## src/kdq_pkg.sv

```systemverilog
// kdq_pkg: shared types and constants of the keypad debounce and repeat queue
// used by the interfaces, the key lanes, the merge stage, the queue and the top level
package kdq_pkg;

	// fixed field widths
	localparam int RAW_W     = 7;
	localparam int EVT_W     = 3;
	localparam int TIME_W    = 32;
	localparam int CFG_W     = 16;
	localparam int CFG_IDX_W = 3;

	// request codes
	localparam logic REQ_POLL = 1'b0;
	localparam logic REQ_POP  = 1'b1;

	// register indexes
	localparam logic [CFG_IDX_W-1:0] REG_DEBOUNCE    = 3'd0;
	localparam logic [CFG_IDX_W-1:0] REG_HOLD_INIT   = 3'd1;
	localparam logic [CFG_IDX_W-1:0] REG_HOLD_FAST   = 3'd2;
	localparam logic [CFG_IDX_W-1:0] REG_REP_NORMAL  = 3'd3;
	localparam logic [CFG_IDX_W-1:0] REG_REP_FAST    = 3'd4;

	// register reset values
	localparam logic [CFG_W-1:0] RST_DEBOUNCE   = 16'd20;
	localparam logic [CFG_W-1:0] RST_HOLD_INIT  = 16'd500;
	localparam logic [CFG_W-1:0] RST_HOLD_FAST  = 16'd1500;
	localparam logic [CFG_W-1:0] RST_REP_NORMAL = 16'd150;
	localparam logic [CFG_W-1:0] RST_REP_FAST   = 16'd50;

	typedef struct packed {
		logic [CFG_W-1:0] debounce;
		logic [CFG_W-1:0] hold_init;
		logic [CFG_W-1:0] hold_fast;
		logic [CFG_W-1:0] rep_normal;
		logic [CFG_W-1:0] rep_fast;
	} cfg_regs_t;

	// lane sequencing strobes
	typedef struct packed {
		logic eval;
		logic upd;
	} lane_ctl_t;

	// one event write into the queue
	typedef struct packed {
		logic             valid;
		logic [EVT_W-1:0] code;
	} push_t;

endpackage

```

## src/kdq_ifs.sv

```systemverilog
// kdq_ifs: valid/ready channel interfaces for requests, results and register writes
// depends on kdq_pkg for the field widths
interface kdq_req_if;
	import kdq_pkg::*;
	logic              valid;
	logic              ready;
	logic              req_type;
	logic [RAW_W-1:0]  raw_pressed;
	logic [TIME_W-1:0] now_ms;
	modport source (output valid, req_type, raw_pressed, now_ms, input ready);
	modport sink (input valid, req_type, raw_pressed, now_ms, output ready);
endinterface

interface kdq_rsp_if #(parameter int COUNT_W = 5);
	import kdq_pkg::*;
	logic               valid;
	logic               ready;
	logic [EVT_W-1:0]   popped_event;
	logic [EVT_W-1:0]   head_event;
	logic [COUNT_W-1:0] queue_count;
	logic               has_event;
	modport source (output valid, popped_event, head_event, queue_count, has_event,
		input ready);
	modport sink (input valid, popped_event, head_event, queue_count, has_event,
		output ready);
endinterface

interface kdq_cfg_if;
	import kdq_pkg::*;
	logic                 valid;
	logic                 ready;
	logic [CFG_IDX_W-1:0] index;
	logic [CFG_W-1:0]     data;
	modport source (output valid, index, data, input ready);
	modport sink (input valid, index, data, output ready);
endinterface

```

## src/keypad_debounce_autorepeat_queue.sv

```systemverilog
// Keypad controller: per-key debounce, typematic auto-repeat and a drop-oldest event
// queue. One lane per key evaluates a poll in an eval step and an update step, all lanes
// side by side; the merge stage then writes the found events into the queue one per cycle
// in key order, since the queue memory has one write port. A poll passes the states EVAL,
// UPD, PUSH (until the merge stage is done), HEAD and DONE; a pop passes HEAD and DONE.
// The result sits in an output register, so the next item may be accepted while it
// waits; registers may be written only while the block is idle.
// depends on kdq_pkg, kdq_ifs, kdq_lane, kdq_merge, kdq_queue
module keypad_debounce_autorepeat_queue
	import kdq_pkg::*;
#(
	parameter int QUEUE_DEPTH = 16,
	parameter int KEY_COUNT   = 7
) (
	input logic      clk,
	input logic      arst_n,
	kdq_req_if.sink  req,
	kdq_rsp_if.source rsp,
	kdq_cfg_if.sink  cfg
);

	localparam int CNT_W = $clog2(QUEUE_DEPTH + 1);

	localparam logic [2:0] ST_IDLE = 3'd0;
	localparam logic [2:0] ST_EVAL = 3'd1;
	localparam logic [2:0] ST_UPD  = 3'd2;
	localparam logic [2:0] ST_PUSH = 3'd3;
	localparam logic [2:0] ST_HEAD = 3'd4;
	localparam logic [2:0] ST_DONE = 3'd5;

	logic [2:0]          state_q;
	cfg_regs_t           cfg_q;
	logic [RAW_W-1:0]    raw_q;
	logic [TIME_W-1:0]   now_q;
	logic [EVT_W-1:0]    popped_q;

	logic                rsp_valid_q;
	logic [EVT_W-1:0]    rsp_popped_q;
	logic [EVT_W-1:0]    rsp_head_q;
	logic [CNT_W-1:0]    rsp_count_q;
	logic                rsp_has_q;

	logic                accept;
	logic                pop;
	logic                out_free;
	lane_ctl_t           lane_ctl;
	logic [KEY_COUNT-1:0] found;
	push_t               push;
	logic                busy;
	logic [EVT_W-1:0]    head_code;
	logic [CNT_W-1:0]    count;

	assign req.ready = state_q == ST_IDLE;
	assign cfg.ready = 1'b1;
	assign accept    = req.valid && req.ready;
	assign pop       = accept && (req.req_type == REQ_POP);
	assign out_free  = !rsp_valid_q || rsp.ready;

	assign lane_ctl.eval = state_q == ST_EVAL;
	assign lane_ctl.upd  = state_q == ST_UPD;

	// register writes
	always_ff @(posedge clk or negedge arst_n) begin
		if (!arst_n) begin
			cfg_q.debounce   <= RST_DEBOUNCE;
			cfg_q.hold_init  <= RST_HOLD_INIT;
			cfg_q.hold_fast  <= RST_HOLD_FAST;
			cfg_q.rep_normal <= RST_REP_NORMAL;
			cfg_q.rep_fast   <= RST_REP_FAST;
		end else if (cfg.valid && cfg.ready) begin
			unique case (cfg.index)
				REG_DEBOUNCE:   cfg_q.debounce   <= cfg.data;
				REG_HOLD_INIT:  cfg_q.hold_init  <= cfg.data;
				REG_HOLD_FAST:  cfg_q.hold_fast  <= cfg.data;
				REG_REP_NORMAL: cfg_q.rep_normal <= cfg.data;
				REG_REP_FAST:   cfg_q.rep_fast   <= cfg.data;
				default: ;
			endcase
		end
	end

	// one lane per key, keys past the raw field read as released
	for (genvar k = 0; k < KEY_COUNT; k++) begin : g_lane
		logic level;
		if (k < RAW_W) begin : g_wired
			assign level = raw_q[k];
		end else begin : g_absent
			assign level = 1'b0;
		end
		kdq_lane u_lane (
			.clk    (clk),
			.arst_n (arst_n),
			.ctl    (lane_ctl),
			.level  (level),
			.now    (now_q),
			.cfg    (cfg_q),
			.emit   (found[k])
		);
	end

	// merge the lane results in key order
	kdq_merge #(
		.KEY_COUNT (KEY_COUNT)
	) u_merge (
		.clk    (clk),
		.arst_n (arst_n),
		.load   (lane_ctl.upd),
		.found  (found),
		.push   (push),
		.busy   (busy)
	);

	kdq_queue #(
		.DEPTH (QUEUE_DEPTH)
	) u_queue (
		.clk       (clk),
		.arst_n    (arst_n),
		.push      (push),
		.pop       (pop),
		.head_code (head_code),
		.count_q   (count)
	);

	// item latch
	always_ff @(posedge clk) begin
		if (accept) begin
			raw_q    <= req.raw_pressed;
			now_q    <= req.now_ms;
			popped_q <= (pop && count != '0) ? head_code : '0;
		end
	end

	// sequencer
	always_ff @(posedge clk or negedge arst_n) begin
		if (!arst_n) begin
			state_q <= ST_IDLE;
		end else begin
			unique case (state_q)
				ST_IDLE: begin
					if (accept) begin
						state_q <= pop ? ST_HEAD : ST_EVAL;
					end
				end
				ST_EVAL: state_q <= ST_UPD;
				ST_UPD:  state_q <= ST_PUSH;
				ST_PUSH: begin
					if (!busy) begin
						state_q <= ST_HEAD;
					end
				end
				ST_HEAD: state_q <= ST_DONE;
				ST_DONE: begin
					if (out_free) begin
						state_q <= ST_IDLE;
					end
				end
				default: state_q <= ST_IDLE;
			endcase
		end
	end

	// result register
	always_ff @(posedge clk or negedge arst_n) begin
		if (!arst_n) begin
			rsp_valid_q <= 1'b0;
		end else if (state_q == ST_DONE && out_free) begin
			rsp_valid_q <= 1'b1;
		end else if (rsp.ready) begin
			rsp_valid_q <= 1'b0;
		end
	end

	always_ff @(posedge clk) begin
		if (state_q == ST_DONE && out_free) begin
			rsp_popped_q <= popped_q;
			rsp_head_q   <= (count != '0) ? head_code : '0;
			rsp_count_q  <= count;
			rsp_has_q    <= count != '0;
		end
	end

	assign rsp.valid        = rsp_valid_q;
	assign rsp.popped_event = rsp_popped_q;
	assign rsp.head_event   = rsp_head_q;
	assign rsp.queue_count  = rsp_count_q;
	assign rsp.has_event    = rsp_has_q;

	// queue never overfills
	a_count_bound: assert property (@(posedge clk) disable iff (!arst_n)
		count <= CNT_W'(QUEUE_DEPTH))
		else $error("queue count above depth");

	// a pop of a nonempty queue removes exactly one entry
	a_pop_count: assert property (@(posedge clk) disable iff (!arst_n)
		(pop && count != '0) |=> count == $past(count) - 1'b1)
		else $error("pop did not remove one entry");

	// queue writes happen only while events are being merged
	a_push_state: assert property (@(posedge clk) disable iff (!arst_n)
		push.valid |-> state_q == ST_PUSH)
		else $error("queue write outside merge phase");

	// no item is taken while a poll is still in the lanes
	a_lane_excl: assert property (@(posedge clk) disable iff (!arst_n)
		(lane_ctl.eval || lane_ctl.upd) |-> !req.ready)
		else $error("request ready during lane evaluation");

endmodule

```

## src/kdq_ram.sv

```systemverilog
// kdq_ram: generic single-write, single-read memory with registered read data
// no dependencies
module kdq_ram #(
	parameter int WIDTH = 3,
	parameter int DEPTH = 16
) (
	input  logic                     clk,
	input  logic                     we,
	input  logic [$clog2(DEPTH)-1:0] waddr,
	input  logic [WIDTH-1:0]         wdata,
	input  logic [$clog2(DEPTH)-1:0] raddr,
	output logic [WIDTH-1:0]         rdata_q
);

	logic [WIDTH-1:0] mem_q [DEPTH];

	// write port and registered read port
	always_ff @(posedge clk) begin
		if (we) begin
			mem_q[waddr] <= wdata;
		end
		rdata_q <= mem_q[raddr];
	end

endmodule

```

## src/kdq_lane.sv

```systemverilog
// kdq_lane: debounce and auto-repeat timing for one key
// depends on kdq_pkg; two steps per poll: time differences, then decision
module kdq_lane
	import kdq_pkg::*;
(
	input  logic              clk,
	input  logic              arst_n,
	input  lane_ctl_t         ctl,
	input  logic              level,
	input  logic [TIME_W-1:0] now,
	input  cfg_regs_t         cfg,
	output logic              emit
);

	logic              last_raw_q;
	logic              stable_q;
	logic [TIME_W-1:0] change_q;
	logic [TIME_W-1:0] press_q;
	logic [TIME_W-1:0] repeat_q;

	logic              lvl_s1;
	logic              settled_s1;
	logic              fast_s1;
	logic              init_s1;
	logic [TIME_W-1:0] rep_s1;

	logic              changed;
	logic [TIME_W-1:0] dchg;
	logic [TIME_W-1:0] held;
	logic [CFG_W-1:0]  gap;
	logic              rep_ok;

	// first step: elapsed times since change, press and last repeat
	assign changed = level != last_raw_q;
	assign dchg    = changed ? '0 : now - change_q;
	assign held    = now - press_q;

	// second step: pick repeat spacing and decide
	assign gap    = fast_s1 ? cfg.rep_fast : cfg.rep_normal;
	assign rep_ok = rep_s1 >= {{(TIME_W-CFG_W){1'b0}}, gap};
	assign emit   = ctl.upd && settled_s1 && lvl_s1
		&& (!stable_q || ((fast_s1 || init_s1) && rep_ok));

	// timing flags of the current poll
	always_ff @(posedge clk) begin
		if (ctl.eval) begin
			lvl_s1     <= level;
			settled_s1 <= dchg >= {{(TIME_W-CFG_W){1'b0}}, cfg.debounce};
			fast_s1    <= held >= {{(TIME_W-CFG_W){1'b0}}, cfg.hold_fast};
			init_s1    <= held >= {{(TIME_W-CFG_W){1'b0}}, cfg.hold_init};
			rep_s1     <= now - repeat_q;
		end
	end

	// key state
	always_ff @(posedge clk or negedge arst_n) begin
		if (!arst_n) begin
			last_raw_q <= 1'b0;
			stable_q   <= 1'b0;
			change_q   <= '0;
			press_q    <= '0;
			repeat_q   <= '0;
		end else begin
			if (ctl.eval && changed) begin
				last_raw_q <= level;
				change_q   <= now;
			end
			// press, release and repeat exclude each other; a steady key may match none
			if (ctl.upd && settled_s1) begin
				if (lvl_s1 && !stable_q) begin
					stable_q <= 1'b1;
					press_q  <= now;
					repeat_q <= now;
				end else if (!lvl_s1 && stable_q) begin
					stable_q <= 1'b0;
				end else if (emit) begin
					repeat_q <= now;
				end
			end
		end
	end

endmodule

```

## src/kdq_merge.sv

```systemverilog
// kdq_merge: collects the events found by the lanes and hands them out in key order
// depends on kdq_pkg; one event per cycle
module kdq_merge
	import kdq_pkg::*;
#(
	parameter int KEY_COUNT = 7
) (
	input  logic                 clk,
	input  logic                 arst_n,
	input  logic                 load,
	input  logic [KEY_COUNT-1:0] found,
	output push_t                push,
	output logic                 busy
);

	logic [KEY_COUNT-1:0] pending_q;
	logic [KEY_COUNT-1:0] lowest;
	logic [EVT_W-1:0]     code;

	// isolate the lowest pending key and form its event code
	assign lowest = pending_q & (~pending_q + 1'b1);
	always_comb begin
		code = '0;
		for (int i = 0; i < KEY_COUNT; i++) begin
			if (lowest[i]) begin
				code = code | EVT_W'(i + 1);
			end
		end
	end

	assign busy       = |pending_q;
	assign push.valid = busy;
	assign push.code  = code;

	// pending keys of the current poll
	always_ff @(posedge clk or negedge arst_n) begin
		if (!arst_n) begin
			pending_q <= '0;
		end else if (load) begin
			pending_q <= found;
		end else begin
			pending_q <= pending_q & ~lowest;
		end
	end

endmodule

```

## src/kdq_queue.sv

```systemverilog
// kdq_queue: circular event queue that drops its oldest entry when full
// depends on kdq_pkg and kdq_ram
module kdq_queue
	import kdq_pkg::*;
#(
	parameter int DEPTH = 16
) (
	input  logic                       clk,
	input  logic                       arst_n,
	input  push_t                      push,
	input  logic                       pop,
	output logic [EVT_W-1:0]           head_code,
	output logic [$clog2(DEPTH+1)-1:0] count_q
);

	localparam int ADDR_W = $clog2(DEPTH);
	localparam int CNT_W  = $clog2(DEPTH + 1);
	localparam logic [ADDR_W-1:0] LAST = ADDR_W'(DEPTH - 1);
	localparam logic [CNT_W-1:0]  FULL = CNT_W'(DEPTH);

	logic [ADDR_W-1:0] head_q;
	logic [ADDR_W-1:0] tail_q;
	logic [ADDR_W-1:0] head_nxt;
	logic [ADDR_W-1:0] tail_nxt;
	logic              full;
	logic              nonempty;

	assign head_nxt = (head_q == LAST) ? '0 : head_q + 1'b1;
	assign tail_nxt = (tail_q == LAST) ? '0 : tail_q + 1'b1;
	assign full     = count_q == FULL;
	assign nonempty = count_q != '0;

	// pointers and fill count
	always_ff @(posedge clk or negedge arst_n) begin
		if (!arst_n) begin
			head_q  <= '0;
			tail_q  <= '0;
			count_q <= '0;
		end else if (push.valid) begin
			tail_q <= tail_nxt;
			if (full) begin
				head_q <= head_nxt;
			end else begin
				count_q <= count_q + 1'b1;
			end
		end else if (pop && nonempty) begin
			head_q  <= head_nxt;
			count_q <= count_q - 1'b1;
		end
	end

	// event storage, read port follows the head
	kdq_ram #(
		.WIDTH (EVT_W),
		.DEPTH (DEPTH)
	) u_ram (
		.clk     (clk),
		.we      (push.valid),
		.waddr   (tail_q),
		.wdata   (push.code),
		.raddr   (head_q),
		.rdata_q (head_code)
	);

endmodule
```

## src/flat_wrapper.sv

```systemverilog
// flat-port wrapper written by rule: the top's interface ports become plain ports
module keypad_debounce_autorepeat_queue_flat import kdq_pkg::*;
#(
	parameter int QUEUE_DEPTH = 16,
	parameter int KEY_COUNT   = 7
)
  (clk, arst_n, req_valid, req_req_type, req_raw_pressed, req_now_ms, req_ready, rsp_valid, rsp_popped_event, rsp_head_event, rsp_queue_count, rsp_has_event, rsp_ready, cfg_valid, cfg_index, cfg_data, cfg_ready);
  kdq_req_if req_i ();
  kdq_rsp_if rsp_i ();
  kdq_cfg_if cfg_i ();
  input logic clk;
  input logic arst_n;
  input wire logic [$bits(req_i.valid)-1:0] req_valid;
  input wire logic [$bits(req_i.req_type)-1:0] req_req_type;
  input wire logic [$bits(req_i.raw_pressed)-1:0] req_raw_pressed;
  input wire logic [$bits(req_i.now_ms)-1:0] req_now_ms;
  output wire logic [$bits(req_i.ready)-1:0] req_ready;
  output wire logic [$bits(rsp_i.valid)-1:0] rsp_valid;
  output wire logic [$bits(rsp_i.popped_event)-1:0] rsp_popped_event;
  output wire logic [$bits(rsp_i.head_event)-1:0] rsp_head_event;
  output wire logic [$bits(rsp_i.queue_count)-1:0] rsp_queue_count;
  output wire logic [$bits(rsp_i.has_event)-1:0] rsp_has_event;
  input wire logic [$bits(rsp_i.ready)-1:0] rsp_ready;
  input wire logic [$bits(cfg_i.valid)-1:0] cfg_valid;
  input wire logic [$bits(cfg_i.index)-1:0] cfg_index;
  input wire logic [$bits(cfg_i.data)-1:0] cfg_data;
  output wire logic [$bits(cfg_i.ready)-1:0] cfg_ready;
  assign req_i.valid = req_valid;
  assign req_i.req_type = req_req_type;
  assign req_i.raw_pressed = req_raw_pressed;
  assign req_i.now_ms = req_now_ms;
  assign req_ready = req_i.ready;
  assign rsp_valid = rsp_i.valid;
  assign rsp_popped_event = rsp_i.popped_event;
  assign rsp_head_event = rsp_i.head_event;
  assign rsp_queue_count = rsp_i.queue_count;
  assign rsp_has_event = rsp_i.has_event;
  assign rsp_i.ready = rsp_ready;
  assign cfg_i.valid = cfg_valid;
  assign cfg_i.index = cfg_index;
  assign cfg_i.data = cfg_data;
  assign cfg_ready = cfg_i.ready;
  keypad_debounce_autorepeat_queue #(.QUEUE_DEPTH(QUEUE_DEPTH), .KEY_COUNT(KEY_COUNT)) u_core (.clk(clk), .arst_n(arst_n), .req(req_i), .rsp(rsp_i), .cfg(cfg_i));
endmodule
```

## config.mk

```make
export PLATFORM = sky130hd
export DESIGN_NAME = keypad_debounce_autorepeat_queue_flat
export DESIGN_NICKNAME = d
export VERILOG_FILES = /design/src/kdq_pkg.sv /design/src/kdq_ifs.sv /design/src/keypad_debounce_autorepeat_queue.sv /design/src/kdq_ram.sv /design/src/kdq_lane.sv /design/src/kdq_merge.sv /design/src/kdq_queue.sv /design/src/flat_wrapper.sv
export SDC_FILE = /design/constraint.sdc
export NUM_CORES = 2
export LEC_CHECK = 0
export BUFFER_PORTS_ARGS = -buffer_cell sky130_fd_sc_hd__buf_2
export CAP_MARGIN = 20
export CORE_UTILIZATION = 60
export DETAILED_ROUTE_END_ITERATION = 8
export PLACE_DENSITY = 0.76
export SLEW_MARGIN = 20
export SYNTH_ARGS = -nofsm -noshare
export SYNTH_HDL_FRONTEND = slang
export SYNTH_SLANG_ARGS = --single-unit
```

## constraint.sdc

```tcl
create_clock -name clk -period 15 [get_ports clk]
set_input_delay 0.75 -clock clk [delete_from_list [all_inputs] [get_ports clk]]
set_output_delay 0.75 -clock clk [all_outputs]
set_load 0.005 [all_outputs]
```

# ---- Word-level counts from Yosys, hierarchy flattened
# Memory sizes are Yosys's and may differ from the RTL's. A register that Yosys moved wholly into a read port is not among the register bits.
# Cells that the tools add are included.
dict set report op_classes {
  add_sub_neg 26
  mul 0
  div_mod_pow 0
  n_lt_le_gt_ge 28
  eq_ne 31
  shift 0
  muxes 74
  bitwise 4
  n_reduce_logical 132
}
# op n
set ops {}
lappend ops {{$ge A32 B16 Y1} 28}
lappend ops {{$mux W32} 28}
lappend ops {{$sub A32 B32 Y32} 21}
lappend ops {{$mux W16} 7}
lappend ops {{$logic_and A1 B1 Y1} 53}
lappend ops {{$reduce_and A2 Y1} 21}
lappend ops {{$reduce_bool A2 Y1} 16}
lappend ops {{$mux W3} 8}
lappend ops {{$reduce_and A3 Y1} 8}
lappend ops {{$ne A2 B2 Y1 const B} 11}
lappend ops {{$mux W4} 5}
lappend ops {{$mux W1} 19}
lappend ops {{$pmux W3 S6} 1}
lappend ops {{$logic_not A1 Y1} 15}
lappend ops {{$logic_or A1 B1 Y1} 15}
lappend ops {{$mux W5} 3}
lappend ops {{$and A7 B7 Y7} 2}
lappend ops {{$not A7 Y7} 2}
lappend ops {{$eq A3 B2 Y1 const B} 4}
lappend ops {{$eq A3 B3 Y1 const B} 3}
lappend ops {{$add A4 B1 Y4 const B} 2}
lappend ops {{$eq A4 B4 Y1 const B} 2}
lappend ops {{$add A7 B1 Y7 const B} 1}
lappend ops {{$mux W7} 1}
lappend ops {{other kinds (10)} 19}
dict set report totals {
  regBits 1096
  latch_bits 0
  ramBits 48
  rom_bits 0
  word_cells 384
  memories 1
}
# memory depth word_bits read_ports rd_ports_with_merged_regs write_ports line_no
set memory_table {}
lappend memory_table {u_core.u_queue.u_ram.mem_q 16 3 1 1 1 kdq_ram.sv:15} ;# logic [WIDTH-1:0] mem_q [DEPTH];

# ---- Depth between registers and ports, before layout
dict set report depth {
  word_depth 10
  depth_mapped 24
  ltp_nobuf 23
}

# ---- Modules after synthesis
# A second synthesis with hierarchy kept.
dict set report unflattened {
  hier_cells 9735
  area_unflattened_um2 91858.1
}
# mod n_inst cells_each area_per_inst_um2 seq_area_each_um2
set by_module_without_submodules {}
lappend by_module_without_submodules {{kdq_lane at u_core.g_lane[1].u_lane ...} 5 1311 11955.2 3533.4}
lappend by_module_without_submodules {{kdq_lane at u_core.g_lane[2].u_lane} 1 1343 12064.1 3533.4}
lappend by_module_without_submodules {{kdq_lane at u_core.g_lane[0].u_lane} 1 1352 11793.8 3533.4}
lappend by_module_without_submodules {keypad_debounce_autorepeat_queue 1 266 5024.8 3751.1}
lappend by_module_without_submodules {kdq_ram 1 103 2011.9 1501.4}
lappend by_module_without_submodules {kdq_queue 1 74 829.5 325.3}
lappend by_module_without_submodules {kdq_merge 1 42 357.8 175.2}

# ---- Least setup slack after synthesis
# No wires, ideal clock.
dict set report synth_timing {
  path_kind {reg-to-reg}
  start {register u_core.state_q[1]}
  end {register u_core.g_lane[0].u_lane.change_q[20]}
  setup_ps 125
  t_arrival_ps 10229
  required_ps 14875
  path_slack_ps 4647
  path_stages_with_launch 8
  period_less_slack_ps 10353
  path_cell_list {dfrtp_1 clkbuf_1 nand2b_1 nor2_1 clkbuf_1 nand2_1 clkbuf_1 mux2_2}
}
dict set report synth_between {
  elab_chain_len 2
}
# item line_no
set synth_lines {}
lappend synth_lines {{from (decl)} keypad_debounce_autorepeat_queue.sv:31} ;# logic [2:0] state_q;
lappend synth_lines {{from (signal assigned)} keypad_debounce_autorepeat_queue.sv:141} ;# state_q <= pop ? ST_HEAD : ST_EVAL;
lappend synth_lines {{$eq A3 B1 Y1} keypad_debounce_autorepeat_queue.sv:59} ;# assign lane_ctl.eval = state_q == ST_EVAL;
lappend synth_lines {{$logic_and A1 B1 Y1} kdq_lane.sv:64} ;# if (ctl.eval && changed) begin
lappend synth_lines {{to (signal assigned)} kdq_lane.sv:66} ;# change_q <= now;
lappend synth_lines {{to (decl)} kdq_lane.sv:17} ;# logic [TIME_W-1:0] change_q;
# No other way between the ends.
# A chain may end at the register's enable or synchronous reset.

# ---- Worst setup path in the final report
dict set report layout_timing {
  start {register u_core.now_q[0]}
  end {register u_core.g_lane[4].u_lane.settled_s1 (data pin)}
}
dict set report layout_between {
  elab_chain_len 3
}
# item line_no
set layout_lines {}
lappend layout_lines {{from (decl)} keypad_debounce_autorepeat_queue.sv:34} ;# logic [TIME_W-1:0] now_q;
lappend layout_lines {{from (signal assigned)} keypad_debounce_autorepeat_queue.sv:128} ;# now_q <= req.now_ms;
lappend layout_lines {{$sub A32 B32 Y32} kdq_lane.sv:35} ;# assign dchg = changed ? '0 : now - change_q;
lappend layout_lines {{$mux W32} kdq_lane.sv:35}
lappend layout_lines {{$ge A32 B16 Y1} kdq_lane.sv:48} ;# settled_s1 <= dchg >= {{(TIME_W-CFG_W){1'b0}}, cfg.debounce};
lappend layout_lines {{to (signal assigned)} kdq_lane.sv:48}
lappend layout_lines {{to (decl)} kdq_lane.sv:22} ;# logic settled_s1;
# No other way between the ends.

==> impl_metrics.toml <==
[worst_setup_path]
crit_arrival_ns = 6.14
worstSetupPathType = "reg2reg"
cp_max_fo = 14
end_kind = "register"
crit_path_start_kind = "register"
critPathRequiredTime_ns = 15.52

[sta]
clock.fmax_mhz = 177.9
fin_tns_setup_ns = 0
worst_pin_slew_ns = 1.169
hold_viol = 0
fin_crit_sh_pct = 37.47
slew_viol_final = 0
min_period_ns = 5.620
clock_skew_ns = 0.03409
rsz0062_at_grt = "no"
slew_headroom_pct = 22.05
setup_violations = 0

[clock_tree]
clkSinkCount = 1147
cts_buffer_depth = 3
cts.htree.levels = 4
cts_hold_buffers = 0
cts.clk_slew.worst_paths_ns = 0.06
clkLatencyLatePin_ns = 0.79
cts_buffers = 139
cts_setup_buffers = 0
cts-root-buf = "clkbuf_16"
cts_tree = "yes"
post_cts_resized = 0

[detailed_routing]
wl_met3_um = 21760
dr.pass1.iters = 6
vias = 72450
ant_nets = 0
wl_per_cell_um = 22.44
wl_um = 256400
highest_layer = "met5"
avgViaCountPerCell = 6.341
wl_met2_um = 113900
met1_length_um = 109800
drt_iter0_markers = 6169
drc_errors = 0

[logic_synthesis]
synthFlopType = "dfrtp_1"
yosys.area.top_type = "dfrtp_1"
syn_area_per_cell_sq_um = 9.489
async_reset_ff_share_pct = 68.88
synth_nets = 10550
syn_inst = 9341
yosys.area.top_type_share_pct = 21.68
synth_area_leaders = "dfrtp_1, ha_1, edfxtp_1, mux2_2, inv_1"
ys_ff_latch = 1147
ys_seq_area_share_pct = 34.39
ys_types = 110
syn_area_sq_um = 88640
synth_warnings = 0
synth-edff-count = 354

[global_route]
grt_pass1_vias = 70040
antenna_found_initial = 28
grt_overflow = 0
grt_pass1_wl_um = 394400
track_usage_pct = 34.06
grt_max_degree = 159

[power_and_ir_drop]
ir_drop_v = 0.0001493
powerDensity_nw_per_um2 = 257.8
leakagePower_nw = 44.32
p_total_mw = 24.81

[cells_and_area]
fillCellCount = 11860
multi_input_area_sq_um = 53850
drive_above_1_share_pct = 12.74
seqCellArea_sq_um = 30490
final_cell_area_sq_um = 96230
final_core_util_pct = 65.87
final_nets = 10590
syn2layout_area_growth_pct = 8.571

[floorplanning]
initial_core_util_pct = 60.67
dieArea_sq_um = 149300
rows = 140
die_width_um = 386.4
die_h_um = 386.4
core_sq_um = 146100
io_pins = 79

[place]
gp_congestion = 0.9676
placed_area_sq_um = 91410
numPortBuffers = 77
place_hpwl_um = 183300

[run_status]
status = "completed"

[run]
max_cap_violations = 0

[worst_hold_path]
holdCritPathClass = "in2async"
## cell type report
type | count | share of cell area (%)
well taps | 1917 | 2.492
repair buffers | 201 | 1.469
inverters | 878 | 3.425
flip-flops and latches | 1147 | 31.68
diodes | 7 | 0.01820
clock inverters | 60 | 0.7541
clock buffers | 196 | 4.209
multi-input cells | 7020 | 55.95
## sequential cells by signal, summed over array words and instances, names as in the netlist, 32 cells and up
| register | flops |
|---|---|
| u_core.g_lane.u_lane.change_q | 224 |
| u_core.g_lane.u_lane.press_q | 224 |
| u_core.g_lane.u_lane.rep_s1 | 224 |
| u_core.g_lane.u_lane.repeat_q | 224 |
| u_core.cfg_q | 80 |
| u_core.u_queue.u_ram.mem_q | 48 |
| u_core.now_q | 32 |
## through the flow
stage	hold WS [ns]	setup WS (ns)	instances
2_1_floorplan	0.4003	4.647	9341
3_3_place_gp	0.4027	9.496	11160
3_5_place_dp	0.4098	9.442	11160
4_1_cts	0.03862	9.405	11420
5_1_grt	0.09498	9.055	11420
6_report	0.02981	9.380	11430
## routing by layer
metal	up-vias	GRT usage (%)
li1	33970	-
met3	555	6.312
met5	-	0
met2	2635	53.79
met1	35270	46.17
met4	16	13.38
## cells in the final DEF, fill, tap and decap left out, types with 125 or more instances in the layout
| cell type | count |
|---|---|
| nand3_1 | 157 |
| mux2i_1 | 149 |
| nor3_1 | 148 |
| xor2_1 | 180 |
| nand2b_1 | 135 |
| mux2_2 | 642 |
| xnor2_1 | 283 |
| ha_1 | 1121 |
| o21ai_0 | 593 |
| clkbuf_16 | 145 |
| dfrtp_1 | 767 |
| a21o_1 | 352 |
| a21oi_1 | 624 |
| edfxtp_1 | 354 |
| inv_1 | 876 |
| nand2_1 | 588 |
| nor2b_1 | 125 |
| nor2_1 | 564 |
## worst paths after layout
path,from,end,slack (ns),cells past startpoint
setup / recovery,u_core.now_q[0],u_core.g_lane[4].u_lane.settled_s1,9.38,23
hold / removal,arst_n,u_core.g_lane[6].u_lane.press_q[30],0.03,1
setup reg to reg,u_core.now_q[0],u_core.g_lane[4].u_lane.settled_s1,9.38,23
hold reg to reg,u_core.popped_q[0],u_core.rsp.popped_event[0],0.42,0
max in group asynchronous,arst_n,u_core.g_lane[1].u_lane.change_q[22],12.00,4
min in group clk,req_raw_pressed[3],u_core.raw_q[3],0.15,1
## logic make-up (layout without fill, tap and decap cells)
family          count (synthesis)  after routing  synth area share, %
buf+inv                      1174           1335                5.018
flops                        1147           1147                34.39
fa+ha+maj                    1143           1143                16.32
compound gates               2409           2409                17.53
simple gates                 2205           2205                12.12
other cells                     1              8             0.004231
mux                           798            798                10.00
xor+xnor                      464            464                4.606
## Yosys cell counts, drive strengths merged (23+ instances only)
master / instances
nand2b: 135
o22ai: 23
nand3: 161
nor3: 149
a21oi: 629
ha: 1121
nand4: 112
a211oi: 116
a2111oi: 33
o211ai: 53
o31ai: 39
and4: 25
and2: 68
nand2: 592
buf: 44
mux2: 643
inv: 877
a21boi: 23
o21ai: 601
and3: 59
nand3b: 25
a21o: 353
o31a: 36
clkbuf: 252
xnor2: 283
nor4: 50
edfxtp: 354
o21a: 116
xor2: 181
nor2b: 126
mux2i: 149
o2111ai: 37
a31oi: 75
or2: 39
or3: 28
dfrtp: 768
o21bai: 40
nor2: 567
## worst max-delay path: stages (launching register included)
cell	delay, ns
edfxtp_1	0.52
inv_1	0.57
ha_1	0.32
nor2b_1	0.08
o2111ai_1	0.25
nand3_1	0.15
and2_1	0.19
a21o_1	0.18
a21oi_1	0.21
o21bai_1	0.08
a21oi_1	0.17
xor2_1	0.16
nor2_1	0.06
ha_1	0.29
and4_1	0.19
a221oi_1	0.29
o21ai_0	0.13
a21o_1	0.20
a2111oi_0	0.31
o2111a_1	0.26
o2111ai_1	0.11
a311o_1	0.34
nor4_1	0.18
a31oi_1	0.12
## power breakdown
group	internal (mW)	switching, mW	total (mW)
combinational	6.69	8.82	15.5
sequential	4.98	0.794	5.77
clock	2.09	1.43	3.52
Power figures use the tool's default switching activity.
